--- config.mk ---
export PLATFORM = sky130hd
export DESIGN_NAME = hkse_controller
export DESIGN_NICKNAME = d
export VERILOG_FILES = /design/src/hw/rtl/hkse_pkg.sv /design/src/hw/rtl/hkse_controller.sv
export SDC_FILE = /design/constraint.sdc
export NUM_CORES = 1
export LEC_CHECK = 0
export BUFFER_PORTS_ARGS = -buffer_cell sky130_fd_sc_hd__buf_4
export CORE_AREA = 2 2 39 41
export DETAILED_ROUTE_END_ITERATION = 10
export DIE_AREA = 0 0 41 43
export SKIP_CTS_REPAIR_TIMING = 1
export SLEW_MARGIN = 20
export SYNTH_ARGS = -nofsm -noshare
export SYNTH_HDL_FRONTEND = slang
export SYNTH_SLANG_ARGS = --single-unit
--- constraint.sdc ---
create_clock -name clock -period 1.8 [get_ports clock]
set_clock_uncertainty 0.15 [all_clocks]
set_input_delay 0.18 -clock clock [delete_from_list [all_inputs] [get_ports clock]]
set_output_delay 0.18 -clock clock [all_outputs]
set_load 0.02 [all_outputs]
--- src/hw/rtl/hkse_pkg.sv ---
// ----------------------------------------------------------------------------
// hkse_pkg: shared types, constants and translation table
// Holds the controller state type, command/status structs and the usage to
// set-1 scan code lookup used by the datapath.
// ----------------------------------------------------------------------------
`default_nettype none
package hkse_pkg;

   localparam int SLOT_COUNT = 16;
   localparam int TIME_WIDTH = 32;
   localparam int FIRST_SLOT = 2;
   localparam int SLOT_IDX_W = 4;
   localparam logic [7:0] MOD_BASE = 8'hE0;
   localparam logic [15:0] REPEAT_DELAY_RESET = 16'd200;

   localparam logic [1:0] OP_REPORT = 2'd0;
   localparam logic [1:0] OP_NAK    = 2'd1;
   localparam logic [1:0] OP_TICK   = 2'd2;

   typedef enum logic [2:0] {
      ST_IDLE,
      ST_REL_CHECK,
      ST_REL_EMIT,
      ST_PRS_READ,
      ST_PRS_CHECK,
      ST_PRS_EMIT
   } state_type;

   typedef struct packed {
      logic load_report;  // shift slots, capture new report
      logic tick;         // advance millisecond count
      logic clr_idx;      // reset slot walker to first slot
      logic adv_idx;      // advance slot walker
      logic rel_apply;    // clear held mark of previous slot code
      logic prs_apply;    // set held mark, stamp time
      logic rd_time;      // issue time memory read for current slot
      logic out_load;     // load output word
      logic out_release;
   } cmd_type;

   typedef struct packed {
      logic idx_end;      // walker on last slot
      logic rel_hit;      // previous slot code vanished and known
      logic prs_hit;      // current slot code gives a press
      logic out_full;     // output word waiting
   } sts_type;

   // Returns {known, extended, scan}
   function automatic logic [9:0] lookup(input logic [7:0] code);
      logic [15:0] e;
      logic k;
      k = 1'b1;
      e = 16'h0000;
      case (code)
         8'h04: e = 16'h1E; 8'h05: e = 16'h30; 8'h06: e = 16'h2E; 8'h07: e = 16'h20;
         8'h08: e = 16'h12; 8'h09: e = 16'h21; 8'h0A: e = 16'h22; 8'h0B: e = 16'h23;
         8'h0C: e = 16'h17; 8'h0D: e = 16'h24; 8'h0E: e = 16'h25; 8'h0F: e = 16'h26;
         8'h10: e = 16'h32; 8'h11: e = 16'h31; 8'h12: e = 16'h18; 8'h13: e = 16'h19;
         8'h14: e = 16'h10; 8'h15: e = 16'h13; 8'h16: e = 16'h1F; 8'h17: e = 16'h14;
         8'h18: e = 16'h16; 8'h19: e = 16'h2F; 8'h1A: e = 16'h11; 8'h1B: e = 16'h2D;
         8'h1C: e = 16'h15; 8'h1D: e = 16'h2C; 8'h1E: e = 16'h02; 8'h1F: e = 16'h03;
         8'h20: e = 16'h04; 8'h21: e = 16'h05; 8'h22: e = 16'h06; 8'h23: e = 16'h07;
         8'h24: e = 16'h08; 8'h25: e = 16'h09; 8'h26: e = 16'h0A; 8'h27: e = 16'h0B;
         8'h28: e = 16'h1C; 8'h29: e = 16'h01; 8'h2A: e = 16'h0E; 8'h2B: e = 16'h0F;
         8'h2C: e = 16'h39; 8'h2D: e = 16'h0C; 8'h2E: e = 16'h0D; 8'h2F: e = 16'h1A;
         8'h30: e = 16'h1B; 8'h31: e = 16'h2B; 8'h32: e = 16'h2B; 8'h33: e = 16'h27;
         8'h34: e = 16'h28; 8'h35: e = 16'h29; 8'h36: e = 16'h33; 8'h37: e = 16'h34;
         8'h38: e = 16'h35; 8'h39: e = 16'h3A; 8'h3A: e = 16'h3B; 8'h3B: e = 16'h3C;
         8'h3C: e = 16'h3D; 8'h3D: e = 16'h3E; 8'h3E: e = 16'h3F; 8'h3F: e = 16'h40;
         8'h40: e = 16'h41; 8'h41: e = 16'h42; 8'h42: e = 16'h43; 8'h43: e = 16'h44;
         8'h44: e = 16'h57; 8'h45: e = 16'h58; 8'h46: e = 16'hE037; 8'h47: e = 16'h46;
         8'h48: e = 16'hE046; 8'h49: e = 16'hE052; 8'h4A: e = 16'hE047;
         8'h4B: e = 16'hE049; 8'h4C: e = 16'hE053; 8'h4D: e = 16'hE04F;
         8'h4E: e = 16'hE051; 8'h4F: e = 16'hE04D; 8'h50: e = 16'hE04B;
         8'h51: e = 16'hE050; 8'h52: e = 16'hE048; 8'h53: e = 16'h45;
         8'h54: e = 16'hE035; 8'h55: e = 16'h37; 8'h56: e = 16'h4A; 8'h57: e = 16'h4E;
         8'h58: e = 16'hE01C; 8'h59: e = 16'h4F; 8'h5A: e = 16'h50; 8'h5B: e = 16'h51;
         8'h5C: e = 16'h4B; 8'h5D: e = 16'h4C; 8'h5E: e = 16'h4D; 8'h5F: e = 16'h47;
         8'h60: e = 16'h48; 8'h61: e = 16'h49; 8'h62: e = 16'h52; 8'h63: e = 16'h53;
         8'h64: e = 16'h56; 8'h65: e = 16'hE05D; 8'h66: e = 16'hE05E; 8'h67: e = 16'h59;
         8'h68: e = 16'h64; 8'h69: e = 16'h65; 8'h6A: e = 16'h66; 8'h6B: e = 16'h67;
         8'h6C: e = 16'h68; 8'h6D: e = 16'h69; 8'h6E: e = 16'h6A; 8'h6F: e = 16'h6B;
         8'h70: e = 16'h6C; 8'h71: e = 16'h6D; 8'h72: e = 16'h6E; 8'h73: e = 16'h76;
         8'hE0: e = 16'h1D; 8'hE1: e = 16'h2A; 8'hE2: e = 16'h38; 8'hE3: e = 16'hE05B;
         8'hE4: e = 16'hE01D; 8'hE5: e = 16'h36; 8'hE6: e = 16'hE038;
         8'hE7: e = 16'hE05C;
         default: k = 1'b0;
      endcase
      return {k, (e[15:8] != 8'h00), e[7:0]};
   endfunction

endpackage
`default_nettype wire

--- src/hw/rtl/hkse_controller.sv ---
// ----------------------------------------------------------------------------
// hkse_controller: pass sequencer
// Walks release then press passes (press only for a NAK), one slot per
// check, holding each event until the previous word has left.
// ----------------------------------------------------------------------------
`default_nettype none
module hkse_controller (
   input  wire logic               clock,
   input  wire logic               reset,
   input  wire logic               req_go,
   input  wire logic [1:0]         req_op,
   output logic                    req_ready,
   input  wire hkse_pkg::sts_type  sts,
   output hkse_pkg::cmd_type       cmd,
   output logic                    out_valid
);
   hkse_pkg::state_type state_ff, state_in;

   assign req_ready = (state_ff == hkse_pkg::ST_IDLE) && !sts.out_full;
   assign out_valid = sts.out_full;

   always_comb begin
      state_in = state_ff;
      case (state_ff)
         hkse_pkg::ST_IDLE: begin
            if (req_go && (req_op == hkse_pkg::OP_REPORT))
               state_in = hkse_pkg::ST_REL_CHECK;
            else if (req_go && (req_op == hkse_pkg::OP_NAK))
               state_in = hkse_pkg::ST_PRS_READ;
         end
         hkse_pkg::ST_REL_CHECK: begin
            if (sts.rel_hit) state_in = hkse_pkg::ST_REL_EMIT;
            else if (sts.idx_end) state_in = hkse_pkg::ST_PRS_READ;
         end
         hkse_pkg::ST_REL_EMIT: begin
            if (!sts.out_full)
               state_in = sts.idx_end ? hkse_pkg::ST_PRS_READ : hkse_pkg::ST_REL_CHECK;
         end
         hkse_pkg::ST_PRS_READ: state_in = hkse_pkg::ST_PRS_CHECK;
         hkse_pkg::ST_PRS_CHECK: begin
            if (sts.prs_hit) state_in = hkse_pkg::ST_PRS_EMIT;
            else if (sts.idx_end) state_in = hkse_pkg::ST_IDLE;
            else state_in = hkse_pkg::ST_PRS_READ;
         end
         hkse_pkg::ST_PRS_EMIT: begin
            if (!sts.out_full)
               state_in = sts.idx_end ? hkse_pkg::ST_IDLE : hkse_pkg::ST_PRS_READ;
         end
         default: state_in = hkse_pkg::ST_IDLE;
      endcase
   end

   always_comb begin
      cmd = '0;
      case (state_ff)
         hkse_pkg::ST_IDLE: begin
            cmd.clr_idx = 1'b1;
            cmd.load_report = req_go && (req_op == hkse_pkg::OP_REPORT);
            cmd.tick = req_go && (req_op == hkse_pkg::OP_TICK);
         end
         hkse_pkg::ST_REL_CHECK: begin
            if (!sts.rel_hit) begin
               if (sts.idx_end) cmd.clr_idx = 1'b1;
               else cmd.adv_idx = 1'b1;
            end
         end
         hkse_pkg::ST_REL_EMIT: begin
            if (!sts.out_full) begin
               cmd.out_load = 1'b1;
               cmd.out_release = 1'b1;
               cmd.rel_apply = 1'b1;
               if (sts.idx_end) cmd.clr_idx = 1'b1;
               else cmd.adv_idx = 1'b1;
            end
         end
         hkse_pkg::ST_PRS_READ: cmd.rd_time = 1'b1;
         hkse_pkg::ST_PRS_CHECK: begin
            if (!sts.prs_hit && !sts.idx_end) cmd.adv_idx = 1'b1;
         end
         hkse_pkg::ST_PRS_EMIT: begin
            if (!sts.out_full) begin
               cmd.out_load = 1'b1;
               cmd.prs_apply = 1'b1;
               if (!sts.idx_end) cmd.adv_idx = 1'b1;
            end
         end
         default: cmd = '0;
      endcase
   end

   always_ff @(posedge clock) begin
      if (reset) begin
         state_ff <= hkse_pkg::ST_IDLE;
      end else begin
         state_ff <= state_in;
      end
   end
endmodule
`default_nettype wire

# --- Word level (Yosys, flattened, before mapping) ---
# Index checks and enable logic that the tools add are counted.
totals:
  regBits: 3
  in_bits: 9
  elab_cells: 49
  out_inout_bits: 11
classes:
  mux: 26
  reduce_logical: 11
  n_eq_ne: 11
op_table:
  columns: ["op", "count"]
  rows:
  - ["3-bit 2-to-1 mux", 8]
  - ["3-bit case mux with 6 select lines", 1]
  - ["2-bit 2-to-1 mux", 5]
  - ["1-bit 2-to-1 mux", 9]
  - ["3-bit by 2-bit == test with 1-bit output, second input constant", 2]
  - ["3-bit == test, second input constant", 2]
  - ["1-bit logical AND", 5]
  - ["2-bit != test, second input constant", 2]
  - ["1-bit case mux with 4 select lines", 1]
  - ["4-bit AND reduction", 1]
  - ["3-bit by 1-bit == test with 1-bit output, second input constant", 1]
  - ["1-bit logical NOT", 3]
  - ["3-bit logical NOT", 1]
  - ["3-bit by 1-bit != test with 1-bit output, second input constant", 1]
  - ["3-bit != test, second input constant", 1]
  - ["1-bit case mux with 3 select lines", 1]
  - ["2-bit by 1-bit == test with 1-bit output, second input constant", 1]
  - ["2-bit == test, second input constant", 1]
  - ["2-bit logical NOT", 1]
  - ["1-bit case mux with 2 select lines", 1]

# --- Depth between registers and ports, before layout ---
# Gate-level depths: netlist of run 1.
logic_depth:
  depth_word: 5
  depth_mapped: 5
  mapped_depth_nobuf: 4

# --- Least setup slack after synthesis of run 1 ---
# No wires, ideal clock.
synth_timing:
  path_type: "reg-to-output"
  start: "register state_ff[0]"
  end: "output cmd[5] (netlist name)"
  required_time_ps: 1470
  path_stages_with_launch: 5
  path_slack_ps: -136
  n_path_buf: 1
  t_arrival_ps: 1606
  cell_sequence: "dfxtp_1 > buf_4 > nor3_1 > o21ba_1 > nor2_1"
synth_lines:
  columns: ["element", "line_no", "source"]
  rows:
  - ["from (decl)", "hkse_controller.sv:17", "hkse_pkg::state_type state_ff, state_in;"]
  - ["from (signal assigned)", "hkse_controller.sv:93", "state_ff <= hkse_pkg::ST_IDLE;"]
  - ["from (signal assigned)", "hkse_controller.sv:95", "state_ff <= state_in;"]
  - ["to (decl)", "hkse_controller.sv:14", "output hkse_pkg::cmd_type cmd,"]

==> results.rst, run 1 <==
.. list-table::
   :header-rows: 1

   * - Metric
     - Value
   * - Post-layout worst setup margin
     - 0.129 ns
   * - Register bit count reported by yosys
     - 3
   * - Setup repair after global routing missed its margin
     - no
   * - Register with the most flip-flops
     - state_ff
   * - Number of remaining DRC errors
     - 0
   * - Netlist area before placement
     - 419 µm²
   * - TritonCTS sink count
     - 3
   * - Sum Neg Setup Slack
     - 0 ns
   * - Critical Path Sink Type
     - output port
   * - Crit path required time
     - 1.47 ns
   * - Clk_lat worst skew
     - 0.23 ns
   * - Met2 Usage GRT
     - 17.8%
   * - Cell variety after synth
     - 30
   * - F_max
     - 599 MHz
   * - Path type of the worst min-delay path
     - input port to flop
   * - Status
     - completed
   * - Routing usage on met1
     - 16.3%
   * - Launching element type of the critical path
     - flop
   * - Iter 0 DRT Violations
     - 3
   * - Filler cells
     - 150
   * - Count of yosys warnings during synthesis
     - 0
   * - Critical path start-end classification
     - flop to output port
   * - Post-synthesis cell count
     - 57
   * - Top flop regs
     - state_ff: 3 flops
   * - Final global-route overflow total
     - 0
   * - Worst Tran Pin Value
     - 0.276 ns
   * - Power density of the placed cells
     - 1400 nW/µm²
   * - Tmin final
     - 1.67 ns
   * - Part of the Yosys area used for sequential elements
     - 14.3%
   * - Number of global-route vias before repair
     - 380
   * - Share of the clock period used by the worst path
     - 92.8%
   * - Cell chosen for the clock root
     - sky130_fd_sc_hd__clkbuf_4
   * - Multi-input gate area in the final layout
     - 315 µm²
   * - Highest fanout seen on the critical path
     - 13
   * - # diodes
     - 0
   * - Worst slew slack as a fraction of its limit
     - 81.6%
   * - Clock tree from TritonCTS
     - done
   * - # H-tree levels
     - 1
   * - Port-buffer cells
     - 19
   * - TritonCTS Buffers
     - 3
   * - Die outline width
     - 41 µm
   * - Clock-pin slew of the registers on the worst-case setup and hold paths
     - 0.04 ns
   * - Pwr Total
     - 0.859 mW
   * - Layer with the highest usage after global routing
     - met2
   * - Synth-to-layout area growth
     - 46.6%
   * - Area of the die
     - 1760 µm²
   * - Number of placed instances, taps included
     - 89
   * - Arrival time reported for the critical path endpoint
     - 1.34 ns
   * - Gpl congestion
     - 0.725
   * - Met3 Resource Use GR
     - 1.57%
   * - Worst vdd rail ir drop
     - 0.000486 V
   * - Slew Viols, Final
     - 0
   * - Via-to-Cell Ratio
     - 4.84
   * - Total of max-cap violations
     - 0
   * - Share of post-route cells with drive strength above 1
     - 46.2%
   * - Number of primary I/O pins
     - 20
   * - Drt first pass iters
     - 4
   * - Share of the core filled with cells in the final layout
     - 44.4%
   * - Post-detail-place hpwl
     - 752 µm
   * - DR WL/cell
     - 10.8 µm
   * - Maximum number of pins on one net before global-route repair
     - 14
   * - Final hold violation count
     - 0
   * - Number of flip-flops in the largest register
     - 3
   * - Global-route wire length before repair
     - 1510 µm
   * - Final standard cell count with taps included and fillers excluded
     - 94
   * - Static leakage power
     - 0.276 nW
   * - Maximum count of clock buffers along a single path
     - 2
   * - Pre-CTS setup slack
     - 0.193 ns
   * - Syn nets
     - 66
   * - Antenna-violating nets left
     - 0
   * - Global routing usage summed across all routing layers
     - 12.6%
   * - Die H
     - 43 µm
   * - Vias after detailed routing
     - 455
   * - Avg Synthesized Cell Area
     - 7.35 µm²
   * - Standard-cell rows
     - 14
   * - Starting density of the core
     - 30.3%
   * - Core area
     - 1380 µm²
   * - Total Nets Final
     - 88
   * - DRT Wirelength
     - 1020 µm
   * - Number of antenna violations at the first check in global routing
     - 0
   * - Sequential cell area
     - 66.3 µm²
   * - Final count of negative-setup-slack endpoints
     - 0
==> cell families after synthesis <==
group | count (synthesis) | share of synthesized area [%]
and+or+nand+nor | 29 | 40.0
DFF | 3 | 14.3
buffers and inverters | 9 | 14.6
AOI/OAI and AO/OA | 16 | 31.0
==> routing by layer <==
| metal | routed length [µm] | share of wire, % | vias to the layer above |
|---|---|---|---|
| met5 | 0 | 0 | - |
| met4 | 8 | 0.79 | 0 |
| met3 | 64 | 6.3 | 2 |
| met2 | 517 | 51 | 11 |
| met1 | 427 | 42 | 204 |
| li1 | - | - | 238 |
==> worst max-delay path, stage by stage (launching register included) <==
cell	delay, ns
sky130_fd_sc_hd__dfxtp_4	0.40
sky130_fd_sc_hd__nand2b_1	0.21
sky130_fd_sc_hd__a31oi_1	0.11
sky130_fd_sc_hd__o21ba_1	0.17
sky130_fd_sc_hd__nor2_1	0.08
sky130_fd_sc_hd__buf_4	0.14
==> placed cells by master, fill, tap and decap left out, drive strengths merged <==
cell	count
a2111oi	1
a21boi	2
a21oi	6
a221oi	1
a31oi	1
and3	2
and3b	1
buf	22
clkbuf	4
dfxtp	3
dlygate4sd3	1
inv	3
nand2	2
nand2b	4
nand3b	1
nor2	11
nor2b	2
nor3	2
nor3b	2
nor4	1
o21a	1
o21ai	1
o21ba	1
o21bai	1
o41ai	1
or3	1
==> final timing paths <==
check	start	to	slack, ns	depth (start not counted)
worst min-delay path	sts[0]	state_ff[1]	0.14	3
worst min register to register	state_ff[0]	state_ff[2]	0.48	2
worst max-delay path	state_ff[0]	cmd[5]	0.13	5
worst max register to register	state_ff[0]	state_ff[1]	0.37	5
==> cells in the mapped netlist <==
cell type                   count  area share, %
sky130_fd_sc_hd__a2111oi_4      1            6.6
sky130_fd_sc_hd__a21boi_1       1            1.8
sky130_fd_sc_hd__a21boi_2       1            2.7
sky130_fd_sc_hd__a21oi_1        6            7.2
sky130_fd_sc_hd__a221oi_1       1            2.1
sky130_fd_sc_hd__a31oi_1        1            1.5
sky130_fd_sc_hd__and3_1         2            3.0
sky130_fd_sc_hd__and3b_1        1            2.1
sky130_fd_sc_hd__buf_2          1            1.2
sky130_fd_sc_hd__buf_4          3            5.4
sky130_fd_sc_hd__buf_6          2            5.4
sky130_fd_sc_hd__dfxtp_1        3             14
sky130_fd_sc_hd__inv_1          3            2.7
sky130_fd_sc_hd__nand2_1        2            1.8
sky130_fd_sc_hd__nand2b_1       4            6.0
sky130_fd_sc_hd__nand3b_1       1            1.8
sky130_fd_sc_hd__nor2_1        10            9.0
sky130_fd_sc_hd__nor2_4         1            2.7
sky130_fd_sc_hd__nor2b_1        1            1.5
sky130_fd_sc_hd__nor2b_2        1            2.1
sky130_fd_sc_hd__nor3_1         1            1.2
sky130_fd_sc_hd__nor3_2         1            2.4
sky130_fd_sc_hd__nor3b_1        2            3.6
sky130_fd_sc_hd__nor4_1         1            1.5
sky130_fd_sc_hd__o21a_1         1            1.8
sky130_fd_sc_hd__o21ai_0        1            1.2
sky130_fd_sc_hd__o21ba_1        1            2.4
sky130_fd_sc_hd__o21bai_1       1            1.8
sky130_fd_sc_hd__o41ai_1        1            2.1
sky130_fd_sc_hd__or3_1          1            1.5
==> layout make-up <==
class	count	area share [%]
Timing Repair Buffer	23	28.5
Clock buffer	4	4.28
Inverter	3	1.83
Sequential cell	3	10.8
Multi-Input combinational cell	45	51.3
Tap cell	16	3.26
==> stage by stage <==
| stage | hold WS [ns] | cell area [µm²] |
|---|---|---|
| after floorplan | 0.0991 | 424 |
| after global placement | 0.227 | 559 |
| after detailed placement | 0.226 | 559 |
| after CTS | -0.0232 | 586 |
| after global routing | 0.159 | 614 |
| final | 0.139 | 614 |
==> report_power, final <==
group	internal, mW	total, mW	switching [mW]
logic	0.283	0.568	0.285
registers	0.103	0.173	0.0698
clock network	0.0831	0.117	0.0343
Power figures use the tool's default switching activity.
==> inputs of run 2 (changes only) <==
Settings changed: ABC_AREA set to 1.
==> run 2 against run 1 <==
Cell count rose by 9.6%. Critical path depth rose by 2. First-iteration DRC count rose to 2.7 times the previous value. Design area fell by 5.1%. Worst setup slack improved by 0.027 ns. Sequential power barely moved. Clock power barely moved. Sequential share of layout area rose by 0.15 points. Combinational power rose by 2%. Utilization fell by 2.3 points. Via count rose by 4.0%. Routed wire length fell by 0.29%.
==> results.rst, run 2 <==
.. list-table::
   :header-rows: 1

   * - Metric
     - Value
   * - Synth Area in Adders
     - 0% (unchanged)
   * - Mux share of post-synthesis cell area
     - 0% (unchanged)
   * - Start point of the critical path
     - state_ff[2] (was state_ff[0])
   * - Worst Setup EP
     - cmd[5] (unchanged)
   * - Starting density of the core
     - 28.8% (was 30.3%)
   * - Xor/xnor share of the synthesized area
     - 0% (unchanged)
   * - Worst vdd rail ir drop
     - 0.000697 V (was 0.000486 V)
   * - Final global-route overflow total
     - 0 (unchanged)
   * - DR WL/cell
     - 9.85 µm (was 10.8 µm)
   * - Part of the Yosys area used for sequential elements
     - 15.1% (was 14.3%)
   * - Tmin final
     - 1.64 ns (was 1.67 ns)
   * - Maximum number of pins on one net before global-route repair
     - 9 (was 14)
   * - Iter 0 DRT Violations
     - 8 (was 3)
   * - # H-tree levels
     - 1 (unchanged)
   * - Port-buffer cells
     - 19 (unchanged)
   * - DRT Wirelength
     - 1020 µm (about the same)
   * - Most frequent cells in the layout
     - sky130_fd_sc_hd__buf_4 (19), sky130_fd_sc_hd__nand2_1 (11), sky130_fd_sc_hd__nand3_1 (10) (was sky130_fd_sc_hd__buf_4 (22), sky130_fd_sc_hd__nor2_1 (10), sky130_fd_sc_hd__a21oi_1 (6))
   * - Cell chosen for the clock root
     - sky130_fd_sc_hd__clkbuf_4 (unchanged)
   * - Switching power share of the total
     - 52.3% (was 45.3%)
   * - Netlist area before placement
     - 398 µm² (was 419 µm²)
   * - Clk_lat worst skew
     - 0.23 ns (about the same)
   * - Share of the clock period used by the worst path
     - 91.3% (was 92.8%)
   * - Most frequent cells after synthesis
     - sky130_fd_sc_hd__nand2_1 (11), sky130_fd_sc_hd__nand3_1 (10), sky130_fd_sc_hd__nor2_1 (9), sky130_fd_sc_hd__inv_1 (7) (was sky130_fd_sc_hd__nor2_1 (10), sky130_fd_sc_hd__a21oi_1 (6), sky130_fd_sc_hd__nand2b_1 (4))
   * - Final worst hold slack
     - 0.128 ns (was 0.139 ns)
   * - Final count of negative-setup-slack endpoints
     - 0 (unchanged)
   * - Top flop regs
     - state_ff: 3 flops (unchanged)
   * - Register with the most flip-flops
     - state_ff (unchanged)
   * - Avg Synthesized Cell Area
     - 6.03 µm² (was 7.35 µm²)
   * - Number of flops mapped to enable cells by yosys
     - 0 (unchanged)
   * - Static leakage power
     - 0.294 nW (was 0.276 nW)
   * - Worst slew slack as a fraction of its limit
     - 84.4% (was 81.6%)
   * - Global-route wire length before repair
     - 1570 µm (was 1510 µm)
   * - Arrival time reported for the critical path endpoint
     - 1.31 ns (was 1.34 ns)
   * - Die outline width
     - 41 µm (unchanged)
   * - Dominant register cell in the synthesized netlist
     - sky130_fd_sc_hd__dfxtp_1 (unchanged)
   * - Maximum count of clock buffers along a single path
     - 2 (unchanged)
   * - TritonCTS sink count
     - 3 (unchanged)
   * - # diodes
     - 0 (unchanged)
   * - Setup repair after global routing missed its margin
     - no (unchanged)
   * - Number of remaining DRC errors
     - 0 (unchanged)
   * - Most frequent cell after synthesis
     - sky130_fd_sc_hd__nand2_1 (was sky130_fd_sc_hd__nor2_1)
   * - Slew Viols, Final
     - 0 (unchanged)
   * - Crit path required time
     - 1.47 ns (about the same)
   * - Status
     - completed (unchanged)
   * - Total of max-cap violations
     - 0 (unchanged)
   * - Number of antenna violations at the first check in global routing
     - 0 (unchanged)
   * - Switching Power
     - 0.454 mW (was 0.389 mW)
   * - Drt first pass iters
     - 4 (unchanged)
   * - Launching element type of the critical path
     - flop (unchanged)
   * - Critical R2R Capture
     - state_ff[1] (unchanged)
   * - Synth Area in Simple Gates
     - 56.0% (was 40.0%)
   * - TritonCTS Buffers
     - 3 (unchanged)
   * - Post-synthesis cell count
     - 66 (was 57)
   * - Worst Tran Pin Value
     - 0.231 ns (was 0.276 ns)
   * - F_max
     - 609 MHz (was 599 MHz)
   * - Final hold violation count
     - 0 (unchanged)
   * - Via-to-Cell Ratio
     - 4.59 (was 4.84)
   * - Post-detail-place hpwl
     - 820 µm (was 752 µm)
   * - Post-synthesis cell type with the largest combined area
     - sky130_fd_sc_hd__dfxtp_1 (unchanged)
   * - Share of post-route cells with drive strength above 1
     - 47.1% (was 46.2%)
   * - Proportion of synthesized flip-flops having asynchronous set or reset
     - 0% (unchanged)
   * - Main combinational cell family by area after synthesis
     - simple AND/OR/NAND/NOR gates (unchanged)
   * - Total internal power
     - 0.415 mW (was 0.469 mW)
   * - Number of cells traversed by the worst register-to-register path
     - 6 (was 5)
   * - Filler cells
     - 154 (was 150)
   * - Launching point of the worst reg2reg path
     - state_ff[1] (was state_ff[0])
   * - Leading cell type in the layout, fill and taps excluded
     - sky130_fd_sc_hd__buf_4 (unchanged)
   * - Share of total power in sequential cells
     - 19.7% (was 20.2%)
   * - Area of the die
     - 1760 µm² (unchanged)
   * - Setup slack of the most critical reg-to-reg path
     - 0.55 ns (was 0.37 ns)
   * - Clock power frac
     - 13.3% (was 13.7%)
   * - Count of yosys warnings during synthesis
     - 0 (unchanged)
   * - Part of the power in combinational logic
     - 67.0% (was 66.2%)
   * - Gpl congestion
     - 0.850 (was 0.725)
   * - Total Nets Final
     - 97 (was 88)
   * - Highest fanout seen on the critical path
     - 6 (was 13)
   * - Standard-cell rows
     - 14 (unchanged)
   * - Number of global-route vias before repair
     - 411 (was 380)
   * - Antenna-violating nets left
     - 0 (unchanged)
   * - Share of Yosys cell area claimed by the top area cell type
     - 15.1% (was 14.3%)
   * - Syn nets
     - 75 (was 66)
   * - Vias after detailed routing
     - 473 (was 455)
   * - Critical path start-end classification
     - flop to output port (unchanged)
   * - Cell variety after synth
     - 20 (was 30)
   * - Sum Neg Setup Slack
     - 0 ns (unchanged)
   * - Clock tree from TritonCTS
     - done (unchanged)
   * - Global routing usage summed across all routing layers
     - 12.6% (about the same)
   * - Register bit count reported by yosys
     - 3 (unchanged)
   * - Clock-pin slew of the registers on the worst-case setup and hold paths
     - 0.04 ns (about the same)
   * - Critical Path Sink Type
     - output port (unchanged)
   * - Number of flip-flops in the largest register
     - 3 (unchanged)
   * - Number of primary I/O pins
     - 20 (unchanged)
   * - Leading post-synthesis cells by cell area
     - sky130_fd_sc_hd__dfxtp_1 (15%), sky130_fd_sc_hd__nand3_1 (13%), sky130_fd_sc_hd__nand2_1 (10%) (was sky130_fd_sc_hd__dfxtp_1 (14%), sky130_fd_sc_hd__nor2_1 (9.0%), sky130_fd_sc_hd__a21oi_1 (7.2%))
   * - Power density of the placed cells
     - 1490 nW/µm² (was 1400 nW/µm²)
   * - Core area
     - 1380 µm² (unchanged)
   * - Synth-to-layout area growth
     - 46.5% (was 46.6%)
   * - Synthesized-area fraction occupied by ao, oa, aoi and oai cells
     - 12.6% (was 31.0%)
   * - Path type of the worst min-delay path
     - input port to flop (unchanged)
   * - Die H
     - 43 µm (unchanged)
==> run 2: cell count changes in the layout (fill, tap and decap cells not counted), sizes merged, moves of 2 or more <==
cell	change
nor2	+2
nand2	+12
nor3b	-2
inv	+7
nand2b	-4
a21boi	-2
and3	-2
nand3	+12
a21oi	-3
buf	-3
nor2b	-2
==> run 2: worst min-delay path by stage <==
stage	startpoint	end	slack [ns]	cells past startpoint
floorplan	reset	state_ff[0]	0.09	1
global placement	reset	state_ff[0]	0.21	2
detailed placement	reset	state_ff[0]	0.21	2
CTS	reset	state_ff[0]	-0.03	2
global route	sts[0]	state_ff[1]	0.14	3
finish	sts[0]	state_ff[1]	0.13	3
==> run 2: power by group through the flow <==
stage / logic, mW / clock network (mW) / registers (mW)
after floorplan: 0.464 / 0 / 0.119
after global placement: 0.577 / 0 / 0.159
after detailed placement: 0.575 / 0 / 0.159
after CTS: 0.577 / 0.124 / 0.158
after global routing: 0.645 / 0.128 / 0.177
final: 0.582 / 0.116 / 0.171
==> run 2: through the flow <==
stage               worst slack, ns  utilization [%]  std cells  cell area, µm²  power (mW)
finish                        0.157             42.1        103             583       0.869
CTS                          0.0588             40.8        102             564       0.859
global placement              0.312             38.9         98             538       0.735
floorplan                     0.234                -         66             398       0.583
global route                 0.0573             42.1        103             583       0.950
detailed placement            0.311             38.9         98             538       0.734
==> run 2: kinds of logic (layout without fill, tap and decap cells) <==
logic type,count (synthesis),after routing
and+or+nand+nor,42,42
buffers and inverters,14,35
AOI/OAI and AO/OA,7,7
DFF,3,3
==> run 2: metal layers <==
| metal | track usage [%] | vias to the layer above | routed length, µm | share of wire, % |
|---|---|---|---|---|
| met3 | 1.57 | 0 | 61 | 6.0 |
| met2 | 18.4 | 14 | 498 | 49 |
| met5 | 0 | - | 0 | 0 |
| met4 | 6.00 | 0 | 0 | 0 |
| li1 | - | 254 | - | - |
| met1 | 17.4 | 205 | 455 | 45 |
==> run 2: area by class of cell <==
| class | instances | area, µm² | share of cell area (%) |
|---|---|---|---|
| Inverter | 11 | 42.5 | 7.30 |
| Tap cell | 16 | 20.0 | 3.43 |
| Clock buffer | 4 | 26.3 | 4.51 |
| Sequential cell | 3 | 63.8 | 10.9 |
| Timing Repair Buffer | 20 | 153 | 26.2 |
| Multi-Input combinational cell | 49 | 278 | 47.6 |
==> run 2: critical path, stage by stage (launching register included) <==
cell	delay, ns
sky130_fd_sc_hd__dfxtp_2	0.40
sky130_fd_sc_hd__inv_2	0.09
sky130_fd_sc_hd__nor2_4	0.10
sky130_fd_sc_hd__nand2_1	0.08
sky130_fd_sc_hd__a21oi_2	0.15
sky130_fd_sc_hd__nand2_1	0.06
sky130_fd_sc_hd__nand3_1	0.06
sky130_fd_sc_hd__buf_4	0.14
